### src/hdl/ppts_pkg.sv
// shared types and constants for the periodic priority task scheduler
// no dependencies; imported by ppts_div and the top level
package ppts_pkg;

  localparam int MAX_TASKS_DEF = 8;
  localparam int MAX_RESULTS   = 8;
  localparam int NRES_W        = 4;

  localparam int KIND_W    = 3;
  localparam int TID_W     = 3;
  localparam int PRIO_W    = 8;
  localparam int PER_W     = 16;
  localparam int STAT_W    = 3;
  localparam int RID_W     = 3;
  localparam int TICK_W    = 32;
  localparam int PROD_W    = TICK_W + PER_W;

  localparam int IN_DATA_W  = 32;
  localparam int OUT_DATA_W = 8;

  localparam logic [TICK_W-1:0] LCM_SAT = '1;

  typedef enum logic [KIND_W-1:0] {
    K_INIT   = 3'd0,
    K_DEINIT = 3'd1,
    K_RUN    = 3'd2,
    K_STOP   = 3'd3,
    K_CREATE = 3'd4,
    K_DELETE = 3'd5,
    K_MODIFY = 3'd6,
    K_TICK   = 3'd7
  } kind_t;

  localparam logic [STAT_W-1:0] ST_OK    = 3'd0;
  localparam logic [STAT_W-1:0] ST_STATE = 3'd1;
  localparam logic [STAT_W-1:0] ST_ARGS  = 3'd2;
  localparam logic [STAT_W-1:0] ST_FULL  = 3'd3;
  localparam logic [STAT_W-1:0] ST_ID    = 3'd4;

  typedef enum logic [1:0] {
    MODE_UNINIT = 2'd0,
    MODE_INIT   = 2'd1,
    MODE_RUN    = 2'd2
  } mode_t;

  typedef struct packed {
    logic              start;
    logic [TICK_W-1:0] dividend;
    logic [PER_W-1:0]  divisor;
  } div_req_t;

  typedef struct packed {
    logic              done;
    logic [TICK_W-1:0] quotient;
    logic [PER_W-1:0]  remainder;
  } div_rsp_t;

endpackage

### src/hdl/periodic_priority_task_scheduler.sv
// periodic priority task scheduler: sequencer around the task table memory
// depends on ppts_pkg, ppts_ram and ppts_div
//
//  channel | ports             | tdata (low bit up)                 | tuser  | tlast
//  --------+-------------------+------------------------------------+--------+-------------
//  input   | in_tvalid/tready  | task_id, priority_req, period, pad | kind   | -
//  result  | out_tvalid/tready | status, result_id, pad             | due    | last result
//
// one command at a time. a command scans the table entry by entry (read, then compare),
// then moves entries for an insert or removal (read, then write) and sends its result.
// a tick takes each entry through a period test, euclid gcd steps and a quotient on the
// bit-serial divider and a multiply; only the period test once the lcm has saturated.
// reset leaves the scheduler uninitialized with an empty table and zero counter.
// the result register lets an item in while its last beat waits; a stalled result
// side holds the sequencer only at the next beat it must send.
module periodic_priority_task_scheduler #(
  parameter int MAX_TASKS = ppts_pkg::MAX_TASKS_DEF
) (
  input  logic                                clk,
  input  logic                                rst_n,
  input  logic                                in_tvalid,
  output logic                                in_tready,
  input  logic [ppts_pkg::IN_DATA_W-1:0]      in_tdata,   // task_id, priority_req, period
  input  logic [ppts_pkg::KIND_W-1:0]         in_tuser,   // kind
  output logic                                out_tvalid,
  input  logic                                out_tready,
  output logic [ppts_pkg::OUT_DATA_W-1:0]     out_tdata,  // status, result_id
  output logic                                out_tuser,  // due
  output logic                                out_tlast
);
  import ppts_pkg::*;

  localparam int IW   = (MAX_TASKS > 1) ? $clog2(MAX_TASKS) : 1;
  localparam int CW   = $clog2(MAX_TASKS + 1);
  localparam int IDCW = (IW > TID_W) ? IW : TID_W;
  localparam int EW   = IW + PRIO_W + PER_W;

  typedef enum logic [4:0] {
    S_IDLE, S_DISP, S_SCAN_RD, S_SCAN_CMP, S_SCAN_DONE, S_SH_RD, S_SH_WR, S_INS_WR,
    S_RESP, S_T_RD, S_T_LOAD, S_T_MOD, S_T_EMIT, S_T_LCM, S_T_GCD, S_T_QUO, S_T_MUL,
    S_T_SAT, S_T_NEXT, S_T_END
  } state_t;

  state_t            state_r, state_nxt;
  mode_t             mode_r, mode_nxt;
  kind_t             kind_r, kind_nxt;
  logic [CW-1:0]     cnt_r, cnt_nxt;
  logic [TICK_W-1:0] tick_r, tick_nxt;
  logic [TID_W-1:0]  tid_r, tid_nxt;
  logic [PRIO_W-1:0] prio_r, prio_nxt;
  logic [PER_W-1:0]  per_r, per_nxt;
  logic [STAT_W-1:0] st_r, st_nxt;
  logic [RID_W-1:0]  rid_r, rid_nxt;
  logic [IW-1:0]     idx_r, idx_nxt;
  logic [IW-1:0]     sh_i_r, sh_i_nxt;
  logic [IW-1:0]     sh_end_r, sh_end_nxt;
  logic              sh_up_r, sh_up_nxt;
  logic [IW-1:0]     dst_r, dst_nxt;
  logic [IW-1:0]     new_id_r, new_id_nxt;
  logic [MAX_TASKS-1:0] used_r, used_nxt;
  logic              found_r, found_nxt;
  logic [IW-1:0]     pos_r, pos_nxt;
  logic [CW-1:0]     ple_r, ple_nxt;
  logic [CW-1:0]     pgt_r, pgt_nxt;
  logic [CW-1:0]     slt_r, slt_nxt;
  logic [IW-1:0]     ent_id_r, ent_id_nxt;
  logic [PER_W-1:0]  ent_per_r, ent_per_nxt;
  logic [TICK_W-1:0] h_r, h_nxt;
  logic [PER_W-1:0]  gb_r, gb_nxt;
  logic [TICK_W-1:0] q_r, q_nxt;
  logic [PROD_W-1:0] prod_r, prod_nxt;
  logic              due_r, due_nxt;
  logic              pend_v_r, pend_v_nxt;
  logic [IW-1:0]     pend_id_r, pend_id_nxt;
  logic [NRES_W-1:0] n_r, n_nxt;

  logic              out_v_r, out_v_nxt;
  logic [STAT_W-1:0] out_st_r, out_st_nxt;
  logic [RID_W-1:0]  out_id_r, out_id_nxt;
  logic              out_due_r, out_due_nxt;
  logic              out_last_r, out_last_nxt;

  logic              mem_we;
  logic [IW-1:0]     mem_waddr, mem_raddr;
  logic [EW-1:0]     mem_wdata, mem_rdata;
  div_req_t          dreq;
  div_rsp_t          drsp;

  logic              slot_free;
  logic [CW-1:0]     cnt_m1;
  logic [IW-1:0]     last_idx;
  logic [IW-1:0]     e_id;
  logic [PRIO_W-1:0] e_pr;
  logic [PER_W-1:0]  e_per;
  logic [IW-1:0]     fid;
  logic [CW-1:0]     newpos;
  logic              emit;
  logic [STAT_W-1:0] emit_st;
  logic [RID_W-1:0]  emit_id;
  logic              emit_due;
  logic              emit_last;

  ppts_ram #(.WIDTH(EW), .DEPTH(MAX_TASKS)) u_table (
    .clk   (clk),
    .we    (mem_we),
    .waddr (mem_waddr),
    .wdata (mem_wdata),
    .raddr (mem_raddr),
    .rdata (mem_rdata)
  );

  ppts_div u_div (
    .clk   (clk),
    .rst_n (rst_n),
    .req   (dreq),
    .rsp   (drsp)
  );

  assign slot_free = !out_v_r || out_tready;
  assign cnt_m1    = cnt_r - CW'(1);
  assign last_idx  = cnt_m1[IW-1:0];
  assign e_id      = mem_rdata[IW-1:0];
  assign e_pr      = mem_rdata[IW +: PRIO_W];
  assign e_per     = mem_rdata[IW+PRIO_W +: PER_W];
  assign newpos    = ple_r + ((pgt_r == '0) ? slt_r : CW'(0));

  // lowest id not in use
  always_comb begin
    fid = '0;
    for (int i = MAX_TASKS - 1; i >= 0; i--) begin
      if (!used_r[i]) fid = IW'(i);
    end
  end

  always_comb begin
    state_nxt   = state_r;
    mode_nxt    = mode_r;
    kind_nxt    = kind_r;
    cnt_nxt     = cnt_r;
    tick_nxt    = tick_r;
    tid_nxt     = tid_r;
    prio_nxt    = prio_r;
    per_nxt     = per_r;
    st_nxt      = st_r;
    rid_nxt     = rid_r;
    idx_nxt     = idx_r;
    sh_i_nxt    = sh_i_r;
    sh_end_nxt  = sh_end_r;
    sh_up_nxt   = sh_up_r;
    dst_nxt     = dst_r;
    new_id_nxt  = new_id_r;
    used_nxt    = used_r;
    found_nxt   = found_r;
    pos_nxt     = pos_r;
    ple_nxt     = ple_r;
    pgt_nxt     = pgt_r;
    slt_nxt     = slt_r;
    ent_id_nxt  = ent_id_r;
    ent_per_nxt = ent_per_r;
    h_nxt       = h_r;
    gb_nxt      = gb_r;
    q_nxt       = q_r;
    prod_nxt    = prod_r;
    due_nxt     = due_r;
    pend_v_nxt  = pend_v_r;
    pend_id_nxt = pend_id_r;
    n_nxt       = n_r;
    mem_we      = 1'b0;
    mem_waddr   = dst_r;
    mem_wdata   = {per_r, prio_r, new_id_r};
    mem_raddr   = idx_r;
    dreq.start    = 1'b0;
    dreq.dividend = tick_r;
    dreq.divisor  = ent_per_r;
    emit      = 1'b0;
    emit_st   = ST_OK;
    emit_id   = '0;
    emit_due  = 1'b0;
    emit_last = 1'b1;

    unique case (state_r)
      S_IDLE: begin
        if (in_tvalid) begin
          kind_nxt  = kind_t'(in_tuser);
          tid_nxt   = in_tdata[TID_W-1:0];
          prio_nxt  = in_tdata[TID_W +: PRIO_W];
          per_nxt   = in_tdata[TID_W+PRIO_W +: PER_W];
          state_nxt = S_DISP;
        end
      end

      S_DISP: begin
        st_nxt    = ST_OK;
        rid_nxt   = '0;
        idx_nxt   = '0;
        used_nxt  = '0;
        found_nxt = 1'b0;
        ple_nxt   = '0;
        pgt_nxt   = '0;
        slt_nxt   = '0;
        state_nxt = S_RESP;
        unique case (kind_r)
          K_INIT: mode_nxt = MODE_INIT;
          K_DEINIT: begin
            cnt_nxt  = '0;
            mode_nxt = MODE_UNINIT;
          end
          K_RUN: begin
            if (mode_r != MODE_INIT) st_nxt = ST_STATE;
            else mode_nxt = MODE_RUN;
          end
          K_STOP: begin
            if (mode_r == MODE_UNINIT) st_nxt = ST_STATE;
            else mode_nxt = MODE_INIT;
          end
          K_CREATE: begin
            priority if (mode_r == MODE_UNINIT) st_nxt = ST_STATE;
            else if (per_r == '0) st_nxt = ST_ARGS;
            else if (cnt_r >= CW'(MAX_TASKS)) st_nxt = ST_FULL;
            else state_nxt = (cnt_r == '0) ? S_SCAN_DONE : S_SCAN_RD;
          end
          K_DELETE: begin
            if (mode_r == MODE_UNINIT) st_nxt = ST_STATE;
            else state_nxt = (cnt_r == '0) ? S_SCAN_DONE : S_SCAN_RD;
          end
          K_MODIFY: begin
            priority if (mode_r == MODE_UNINIT) st_nxt = ST_STATE;
            else if (per_r == '0) st_nxt = ST_ARGS;
            else state_nxt = (cnt_r == '0) ? S_SCAN_DONE : S_SCAN_RD;
          end
          K_TICK: begin
            if (mode_r != MODE_RUN) begin
              st_nxt = ST_STATE;
            end else begin
              tick_nxt = tick_r + TICK_W'(1);
              if (cnt_r != '0) begin
                h_nxt      = TICK_W'(1);
                n_nxt      = '0;
                pend_v_nxt = 1'b0;
                state_nxt  = S_T_RD;
              end
            end
          end
        endcase
      end

      S_SCAN_RD: begin
        mem_raddr = idx_r;
        state_nxt = S_SCAN_CMP;
      end

      S_SCAN_CMP: begin
        if (kind_r == K_CREATE) begin
          used_nxt[e_id] = 1'b1;
          if (e_pr <= prio_r) ple_nxt = ple_r + CW'(1);
        end else if (!found_r) begin
          if (IDCW'(e_id) == IDCW'(tid_r)) begin
            found_nxt = 1'b1;
            pos_nxt   = idx_r;
          end else if (e_pr > prio_r) begin
            pgt_nxt = pgt_r + CW'(1);
          end else begin
            ple_nxt = ple_r + CW'(1);
          end
        end else if (e_pr < prio_r) begin
          slt_nxt = slt_r + CW'(1);
        end
        if (idx_r == last_idx) begin
          state_nxt = S_SCAN_DONE;
        end else begin
          idx_nxt   = idx_r + IW'(1);
          state_nxt = S_SCAN_RD;
        end
      end

      S_SCAN_DONE: begin
        state_nxt = S_RESP;
        if (kind_r == K_CREATE) begin
          new_id_nxt = fid;
          rid_nxt    = RID_W'(fid);
          dst_nxt    = ple_r[IW-1:0];
          if (ple_r < cnt_r) begin
            sh_up_nxt  = 1'b1;
            sh_i_nxt   = last_idx;
            sh_end_nxt = ple_r[IW-1:0];
            state_nxt  = S_SH_RD;
          end else begin
            state_nxt = S_INS_WR;
          end
        end else if (!found_r) begin
          st_nxt = ST_ID;
        end else if (kind_r == K_DELETE) begin
          if (pos_r == last_idx) begin
            cnt_nxt = cnt_m1;
          end else begin
            sh_up_nxt  = 1'b0;
            sh_i_nxt   = pos_r + IW'(1);
            sh_end_nxt = last_idx;
            state_nxt  = S_SH_RD;
          end
        end else begin
          // modify: take the entry out and put it back at its new place
          new_id_nxt = IW'(tid_r);
          dst_nxt    = newpos[IW-1:0];
          sh_end_nxt = newpos[IW-1:0];
          priority if (newpos[IW-1:0] < pos_r) begin
            sh_up_nxt = 1'b1;
            sh_i_nxt  = pos_r - IW'(1);
            state_nxt = S_SH_RD;
          end else if (newpos[IW-1:0] > pos_r) begin
            sh_up_nxt = 1'b0;
            sh_i_nxt  = pos_r + IW'(1);
            state_nxt = S_SH_RD;
          end else begin
            state_nxt = S_INS_WR;
          end
        end
      end

      S_SH_RD: begin
        mem_raddr = sh_i_r;
        state_nxt = S_SH_WR;
      end

      S_SH_WR: begin
        mem_we    = 1'b1;
        mem_waddr = sh_up_r ? (sh_i_r + IW'(1)) : (sh_i_r - IW'(1));
        mem_wdata = mem_rdata;
        if (sh_i_r == sh_end_r) begin
          if (kind_r == K_DELETE) begin
            cnt_nxt   = cnt_m1;
            state_nxt = S_RESP;
          end else begin
            state_nxt = S_INS_WR;
          end
        end else begin
          sh_i_nxt  = sh_up_r ? (sh_i_r - IW'(1)) : (sh_i_r + IW'(1));
          state_nxt = S_SH_RD;
        end
      end

      S_INS_WR: begin
        mem_we    = 1'b1;
        mem_waddr = dst_r;
        mem_wdata = {per_r, prio_r, new_id_r};
        if (kind_r == K_CREATE) cnt_nxt = cnt_r + CW'(1);
        state_nxt = S_RESP;
      end

      S_RESP: begin
        if (slot_free) begin
          emit      = 1'b1;
          emit_st   = st_r;
          emit_id   = rid_r;
          state_nxt = S_IDLE;
        end
      end

      S_T_RD: begin
        mem_raddr = idx_r;
        state_nxt = S_T_LOAD;
      end

      S_T_LOAD: begin
        ent_id_nxt  = e_id;
        ent_per_nxt = e_per;
        if (e_per == '0) begin
          state_nxt = S_T_NEXT;
        end else begin
          dreq.start    = 1'b1;
          dreq.dividend = tick_r;
          dreq.divisor  = e_per;
          state_nxt     = S_T_MOD;
        end
      end

      S_T_MOD: begin
        if (drsp.done) begin
          due_nxt   = (drsp.remainder == '0) && (n_r < NRES_W'(MAX_RESULTS));
          state_nxt = S_T_EMIT;
        end
      end

      // a due id is held back one beat so the final one can carry tlast
      S_T_EMIT: begin
        if (!due_r) begin
          state_nxt = S_T_LCM;
        end else if (!pend_v_r || slot_free) begin
          if (pend_v_r) begin
            emit      = 1'b1;
            emit_id   = RID_W'(pend_id_r);
            emit_due  = 1'b1;
            emit_last = 1'b0;
          end
          pend_v_nxt  = 1'b1;
          pend_id_nxt = ent_id_r;
          n_nxt       = n_r + NRES_W'(1);
          state_nxt   = S_T_LCM;
        end
      end

      S_T_LCM: begin
        if (h_r == LCM_SAT) begin
          state_nxt = S_T_NEXT;
        end else begin
          dreq.start    = 1'b1;
          dreq.dividend = h_r;
          dreq.divisor  = ent_per_r;
          gb_nxt        = ent_per_r;
          state_nxt     = S_T_GCD;
        end
      end

      // euclid: (a, b) <- (b, a mod b) until the remainder is zero
      S_T_GCD: begin
        if (drsp.done) begin
          dreq.start = 1'b1;
          if (drsp.remainder == '0) begin
            dreq.dividend = h_r;
            dreq.divisor  = gb_r;
            state_nxt     = S_T_QUO;
          end else begin
            dreq.dividend = TICK_W'(gb_r);
            dreq.divisor  = drsp.remainder;
            gb_nxt        = drsp.remainder;
          end
        end
      end

      S_T_QUO: begin
        if (drsp.done) begin
          q_nxt     = drsp.quotient;
          state_nxt = S_T_MUL;
        end
      end

      S_T_MUL: begin
        prod_nxt  = q_r * ent_per_r;
        state_nxt = S_T_SAT;
      end

      S_T_SAT: begin
        h_nxt     = (prod_r[PROD_W-1:TICK_W] != '0) ? LCM_SAT : prod_r[TICK_W-1:0];
        state_nxt = S_T_NEXT;
      end

      S_T_NEXT: begin
        if (idx_r == last_idx) begin
          state_nxt = S_T_END;
        end else begin
          idx_nxt   = idx_r + IW'(1);
          state_nxt = S_T_RD;
        end
      end

      S_T_END: begin
        if (slot_free) begin
          emit      = 1'b1;
          emit_id   = pend_v_r ? RID_W'(pend_id_r) : RID_W'(0);
          emit_due  = pend_v_r;
          if (tick_r == h_r) tick_nxt = '0;
          state_nxt = S_IDLE;
        end
      end

      default: state_nxt = S_IDLE;
    endcase
  end

  always_comb begin
    out_v_nxt    = out_v_r;
    out_st_nxt   = out_st_r;
    out_id_nxt   = out_id_r;
    out_due_nxt  = out_due_r;
    out_last_nxt = out_last_r;
    if (emit) begin
      out_v_nxt    = 1'b1;
      out_st_nxt   = emit_st;
      out_id_nxt   = emit_id;
      out_due_nxt  = emit_due;
      out_last_nxt = emit_last;
    end else if (out_tready) begin
      out_v_nxt = 1'b0;
    end
  end

  always_ff @(posedge clk) begin
    if (!rst_n) begin
      state_r  <= S_IDLE;
      mode_r   <= MODE_UNINIT;
      cnt_r    <= '0;
      tick_r   <= '0;
      out_v_r  <= 1'b0;
      pend_v_r <= 1'b0;
      n_r      <= '0;
      found_r  <= 1'b0;
      used_r   <= '0;
    end else begin
      state_r  <= state_nxt;
      mode_r   <= mode_nxt;
      cnt_r    <= cnt_nxt;
      tick_r   <= tick_nxt;
      out_v_r  <= out_v_nxt;
      pend_v_r <= pend_v_nxt;
      n_r      <= n_nxt;
      found_r  <= found_nxt;
      used_r   <= used_nxt;
    end
    kind_r     <= kind_nxt;
    tid_r      <= tid_nxt;
    prio_r     <= prio_nxt;
    per_r      <= per_nxt;
    st_r       <= st_nxt;
    rid_r      <= rid_nxt;
    idx_r      <= idx_nxt;
    sh_i_r     <= sh_i_nxt;
    sh_end_r   <= sh_end_nxt;
    sh_up_r    <= sh_up_nxt;
    dst_r      <= dst_nxt;
    new_id_r   <= new_id_nxt;
    pos_r      <= pos_nxt;
    ple_r      <= ple_nxt;
    pgt_r      <= pgt_nxt;
    slt_r      <= slt_nxt;
    ent_id_r   <= ent_id_nxt;
    ent_per_r  <= ent_per_nxt;
    h_r        <= h_nxt;
    gb_r       <= gb_nxt;
    q_r        <= q_nxt;
    prod_r     <= prod_nxt;
    due_r      <= due_nxt;
    pend_id_r  <= pend_id_nxt;
    out_st_r   <= out_st_nxt;
    out_id_r   <= out_id_nxt;
    out_due_r  <= out_due_nxt;
    out_last_r <= out_last_nxt;
  end

  assign in_tready  = (state_r == S_IDLE);
  assign out_tvalid = out_v_r;
  assign out_tdata  = {{(OUT_DATA_W - STAT_W - RID_W){1'b0}}, out_id_r, out_st_r};
  assign out_tuser  = out_due_r;
  assign out_tlast  = out_last_r;

endmodule

### src/hdl/ppts_ram.sv
// generic simple dual-port ram, one write port and one registered read port
// no dependencies
module ppts_ram #(
  parameter int WIDTH = 8,
  parameter int DEPTH = 8
) (
  input  logic                                   clk,
  input  logic                                   we,
  input  logic [(DEPTH > 1 ? $clog2(DEPTH) : 1)-1:0] waddr,
  input  logic [WIDTH-1:0]                       wdata,
  input  logic [(DEPTH > 1 ? $clog2(DEPTH) : 1)-1:0] raddr,
  output logic [WIDTH-1:0]                       rdata
);

  logic [WIDTH-1:0] mem [DEPTH];

  always_ff @(posedge clk) begin
    if (we) begin
      mem[waddr] <= wdata;
    end
    rdata <= mem[raddr];
  end

endmodule

### src/hdl/ppts_div.sv
// iterative restoring divider, 32-bit dividend by 16-bit divisor, one bit a cycle
// depends on ppts_pkg for widths and the request/response structs
module ppts_div (
  input  logic                clk,
  input  logic                rst_n,
  input  ppts_pkg::div_req_t  req,
  output ppts_pkg::div_rsp_t  rsp
);
  import ppts_pkg::*;

  localparam int CNT_W = $clog2(TICK_W + 1);

  logic [TICK_W-1:0] dvd_r;
  logic [PER_W-1:0]  rem_r;
  logic [PER_W-1:0]  dvs_r;
  logic [CNT_W-1:0]  cnt_r;
  logic              busy_r;
  logic              done_r;
  logic [PER_W:0]    trial;
  logic              fits;

  assign trial = {rem_r, dvd_r[TICK_W-1]};
  assign fits  = trial >= {1'b0, dvs_r};

  always_ff @(posedge clk) begin
    if (!rst_n) begin
      busy_r <= 1'b0;
      done_r <= 1'b0;
      cnt_r  <= '0;
    end else begin
      done_r <= 1'b0;
      if (req.start) begin
        dvd_r  <= req.dividend;
        dvs_r  <= req.divisor;
        rem_r  <= '0;
        cnt_r  <= CNT_W'(TICK_W);
        busy_r <= 1'b1;
      end else if (busy_r) begin
        rem_r <= fits ? PER_W'(trial - {1'b0, dvs_r}) : trial[PER_W-1:0];
        dvd_r <= {dvd_r[TICK_W-2:0], fits};
        cnt_r <= cnt_r - CNT_W'(1);
        if (cnt_r == CNT_W'(1)) begin
          busy_r <= 1'b0;
          done_r <= 1'b1;
        end
      end
    end
  end

  assign rsp.done      = done_r;
  assign rsp.quotient  = dvd_r;
  assign rsp.remainder = rem_r;

endmodule
### config.mk
export PLATFORM = sky130hd
export DESIGN_NAME = periodic_priority_task_scheduler
export DESIGN_NICKNAME = d
export VERILOG_FILES = /design/src/hdl/ppts_pkg.sv /design/src/hdl/periodic_priority_task_scheduler.sv /design/src/hdl/ppts_ram.sv /design/src/hdl/ppts_div.sv
export SDC_FILE = /design/constraint.sdc
export NUM_CORES = 2
export LEC_CHECK = 0
export ABC_AREA = 0
export BUFFER_PORTS_ARGS = -buffer_cell sky130_fd_sc_hd__buf_2
export CORE_UTILIZATION = 45
export CTS_CLUSTER_DIAMETER = 60
export CTS_CLUSTER_SIZE = 28
export DETAILED_ROUTE_END_ITERATION = 10
export GPL_ROUTABILITY_DRIVEN = 0
export PLACE_DENSITY = 0.72
export SLEW_MARGIN = 20
export SYNTH_ARGS = -nofsm -noshare
export SYNTH_HDL_FRONTEND = slang
export SYNTH_SLANG_ARGS = --single-unit
export TNS_END_PERCENT = 10
### constraint.sdc
create_clock -name clk -period 11.1 [get_ports clk]
set_input_delay 2.22 -clock clk [delete_from_list [all_inputs] [get_ports clk]]
set_output_delay 2.22 -clock clk [all_outputs]
set_load 0.05 [all_outputs]
==> summary.md <==
| Metric | Value |
|---|---|
| Outcome | `finished clean` |
| Longest Clk Path Bufs | `3` |
| Sequential area share after synthesis | `40.5%` |
| Clock power share | `18.0%` |
| Cts bufs inserted | `42` |
| Required time of the critical path | `11.42 ns` |
| Number of cells produced by synthesis | `3730` |
| Detailed Place HPWL | `67500 µm` |
| Initial antenna violation count | `1` |
| Most common cell on crit path | `fa_1` |
| Cell family contributing the most delay on the critical path | `adder cells` |
| Drt wl/cell | `19.2 µm` |
| Critical Setup Path Class | `reg2reg` |
| Cell variety after synth | `93` |
| CP max FO | `21` |
| Core area | `92100 µm²` |
| PwrDens | `214 nW/µm²` |
| Peak supply drop | `0.184 mV` |
| Slew Viols, Final | `0` |
| Finished Cell Area | `45000 µm²` |
| Starting Density | `45.6%` |
| Worst Skew | `0.0552 ns` |
| Post-cts gate resize count | `0` |
| Async SR Flop Fraction | `0%` |
| CP Launch Type | `register` |
| Combinational share of power | `48.7%` |
| Worst slew pin tran | `1.14 ns` |
| Routed vias/inst | `5.52` |
| Worst R2R Start | `ent_per_r[2]$_DFFE_PN_` |
| CTS Hold Buffers Added | `0` |
| Post-Place Cell Area | `43400 µm²` |
| Worst-path clk slew | `0.08 ns` |
| Post-CTS Setup Bufs | `0` |
| Vias in the first global route | `28200` |
| Routed WL | `95300 µm` |
| Worst Path Buf+Inv | `4` |
| Crit-path max cell delay | `0.93 ns` |
| Syn Std Cell Area | `42000 µm²` |
| GRT Residual Overflow | `0` |
| Layout cells sized above 1 | `9.03%` |
| Crit-path cells | `buf_4 -> nand2_1 -> fa_1 -> fa_1 -> fa_1 -> inv_1 -> fa_1 -> fa_1 -> inv_1 -> fa_1 -> inv_1 -> ha_1 -> nand2_1 -> a21oi_1 -> a211oi_1 -> a2111oi_2 -> nor2_1 -> o21ai_1 -> a31oi_1 -> xnor2_1` |
| Worst setup EP type | `register` |
| Gr usage total | `20.7%` |
| Hold depth | `0` |
| Worst Path Arrival | `7.95 ns` |
| Hold Fails Final Rpt | `0` |
| Worst Hold Class | `reg2reg` |
| First-pass GRT wire length | `154000 µm` |
| Internal | `0.00574 W` |
| Worst rel slew slack | `24.1%` |
| Sw Ratio | `40.4%` |
| TNS Setup | `0 ns` |
| Drt first pass iters | `7` |
| Worst reg-to-reg path cell count | `20` |
| Die width | `308 µm` |
| # rows | `111` |
| Hold worst-path end | `pend_id_r[1]$_DFFE_PP_` |
| Antenna-violating nets left | `0` |
| Layout net count | `4310` |
| Max Cap Viol | `0` |
| Number of synthesized flops with an enable pin | `505` |
| # IOs | `51` |
| FF+latch count, synth | `598` |
| Final Setup Violations | `0` |
| Critical path's slowest cell | `edfxtp_1` |
| H-Tree Depth | `2` |
| Synth Flop Type | `edfxtp_1` |
| HP Start | `ent_id_r[1]$_DFFE_PN_` |
| Initial drt markers | `2249` |
| CTS tree | `built` |
| Peak Freq | `131 MHz` |
| Routed via count | `27400` |
| # DRC | `0` |
| R2r setup slk | `3.47 ns` |
| Synth Warn # | `0` |
| Largest net degree at the start of global routing | `67` |
| Seq pwr share | `33.3%` |
| Final worst path period need | `7.63 ns` |
| Clock sink total | `598` |
| LEAKAGE | `18.0 nW` |
| Mean Syn Cell Area | `11.3 µm²` |
| Die height | `308 µm` |
| Period utilization | `68.8%` |
| Net switching power | `0.00389 W` |
| Area of the die | `94600 µm²` |
| Root Driver | `clkbuf_16` |
| Crit Reg-Reg Endpoint | `prod_r[39]$_DFFE_PP_` |
| Area Overhead vs Synth | `7.16%` |
| Clk Latency, worst-skew pair | `0.62 ns` |
| Unrepaired setup endpoints after global routing | `no` |
| Port bufs | `43` |
-- worst max path at each step --
stage	to	slack (ns)	from	cells past startpoint
final	prod_r[39]$_DFFE_PP_	3.47	ent_per_r[2]$_DFFE_PN_	20
after global routing	prod_r[39]$_DFFE_PP_	3.21	ent_per_r[2]$_DFFE_PN_	20
after CTS	prod_r[39]$_DFFE_PP_	3.57	ent_per_r[2]$_DFFE_PN_	20
after detailed placement	prod_r[39]$_DFFE_PP_	3.66	ent_per_r[2]$_DFFE_PN_	20
after global placement	prod_r[39]$_DFFE_PP_	3.74	ent_per_r[2]$_DFFE_PN_	20
after floorplan	prod_r[39]$_DFFE_PP_	5.05	ent_per_r[1]$_DFFE_PN_	20
-- power groups by stage --
stage	Combinational [W]	Sequential [W]	Clock (W)
finish	0.00469	0.00321	0.00173
detailed placement	0.00460	0.00326	0
CTS	0.00470	0.00321	0.00176
floorplan	0.00359	0.00315	0
global route	0.00530	0.00324	0.00184
global placement	0.00457	0.00325	0
-- through the flow --
stage                     instances  setup slack [ns]  util, %  power [W]  hold WS, ns
after floorplan                3731              5.05        -    0.00674        0.400
after global placement         4883              3.74     47.2    0.00782        0.408
after detailed placement       4883              3.66     47.2    0.00786        0.418
after CTS                      4961              3.57     48.9    0.00967        0.433
after global routing           4962              3.21     48.9     0.0104        0.438
final                          4963              3.47     48.9    0.00963        0.434
-- layout make-up --
| class | instances | area, µm² |
|---|---|---|
| fillers | 8091 | 47100 |
| multi-input cells | 2454 | 22500 |
| flip-flops and latches | 598 | 17000 |
| inverters | 507 | 1900 |
| well taps | 1243 | 1560 |
| clock buffers | 44 | 1070 |
| repair buffers | 82 | 515 |
| clock inverters | 34 | 485 |
| diodes | 1 | 2.50 |
-- cells in the mapped netlist (45+ instances only) --
cell type	count	area share, %
edfxtp_1	505	36
inv_1	505	4.5
nand2_1	422	3.8
fa_1	420	20
nor2_1	254	2.3
and2_1	224	3.3
ha_1	166	4.9
clkbuf_1	132	1.2
a21oi_1	131	1.6
xnor2_1	96	2.0
dfxtp_1	93	4.4
o21ai_0	82	0.98
mux2_2	70	1.9
mux4_2	53	2.8
nand3_1	51	0.61
xor2_1	45	0.94
-- metal layers --
layer	track usage, %	vias to the layer above	share of wire, %	wire length (µm)
li1	-	12400	-	-
met1	27.2	14000	42	39600
met2	35.6	890	50	47200
met3	2.15	181	5.7	5420
met4	6.94	0	3.3	3130
met5	0	-	0	0
-- cell usage in the layout (no fill, tap or decap), types with 53 or more instances in the layout --
cell type	n
a21oi_1	129
edfxtp_1	505
ha_1	166
nand2_1	421
xnor2_1	96
mux4_2	53
nor2_1	242
mux2_2	70
dfxtp_1	93
and2_1	224
inv_1	505
fa_1	420
o21ai_0	81
-- flip-flops by register name, indices dropped and copies added, names as in the netlist, 4 cells and up --
| name | count |
|---|---|
| u_table.rdata | 27 |
| u_div.dvs_r | 16 |
| u_div.dvd_r | 32 |
| ple_r | 4 |
| ent_per_r | 16 |
| prod_r | 48 |
| gb_r | 16 |
| u_div.rem_r | 16 |
| state_r | 5 |
| n_r | 4 |
| cnt_r | 4 |
| h_r | 32 |
| q_r | 32 |
| tick_r | 32 |
| used_r | 8 |
| prio_r | 8 |
| u_div.cnt_r | 6 |
| per_r | 16 |
| pgt_r | 4 |
| u_table.mem | 216 |
-- kinds of logic after synthesis --
group / Yosys count / synth area share, %
other: 1 / 0.00893
AOI/OAI and AO/OA: 414 / 6.48
and+or+nand+nor: 1163 / 13.3
DFF: 598 / 40.5
muxes: 147 / 5.37
xor gates and xnor gates: 142 / 3.00
adders and majority gates: 586 / 25.0
buffers and inverters: 679 / 6.31
No activity file was read; power rests on OpenSTA's default activity.
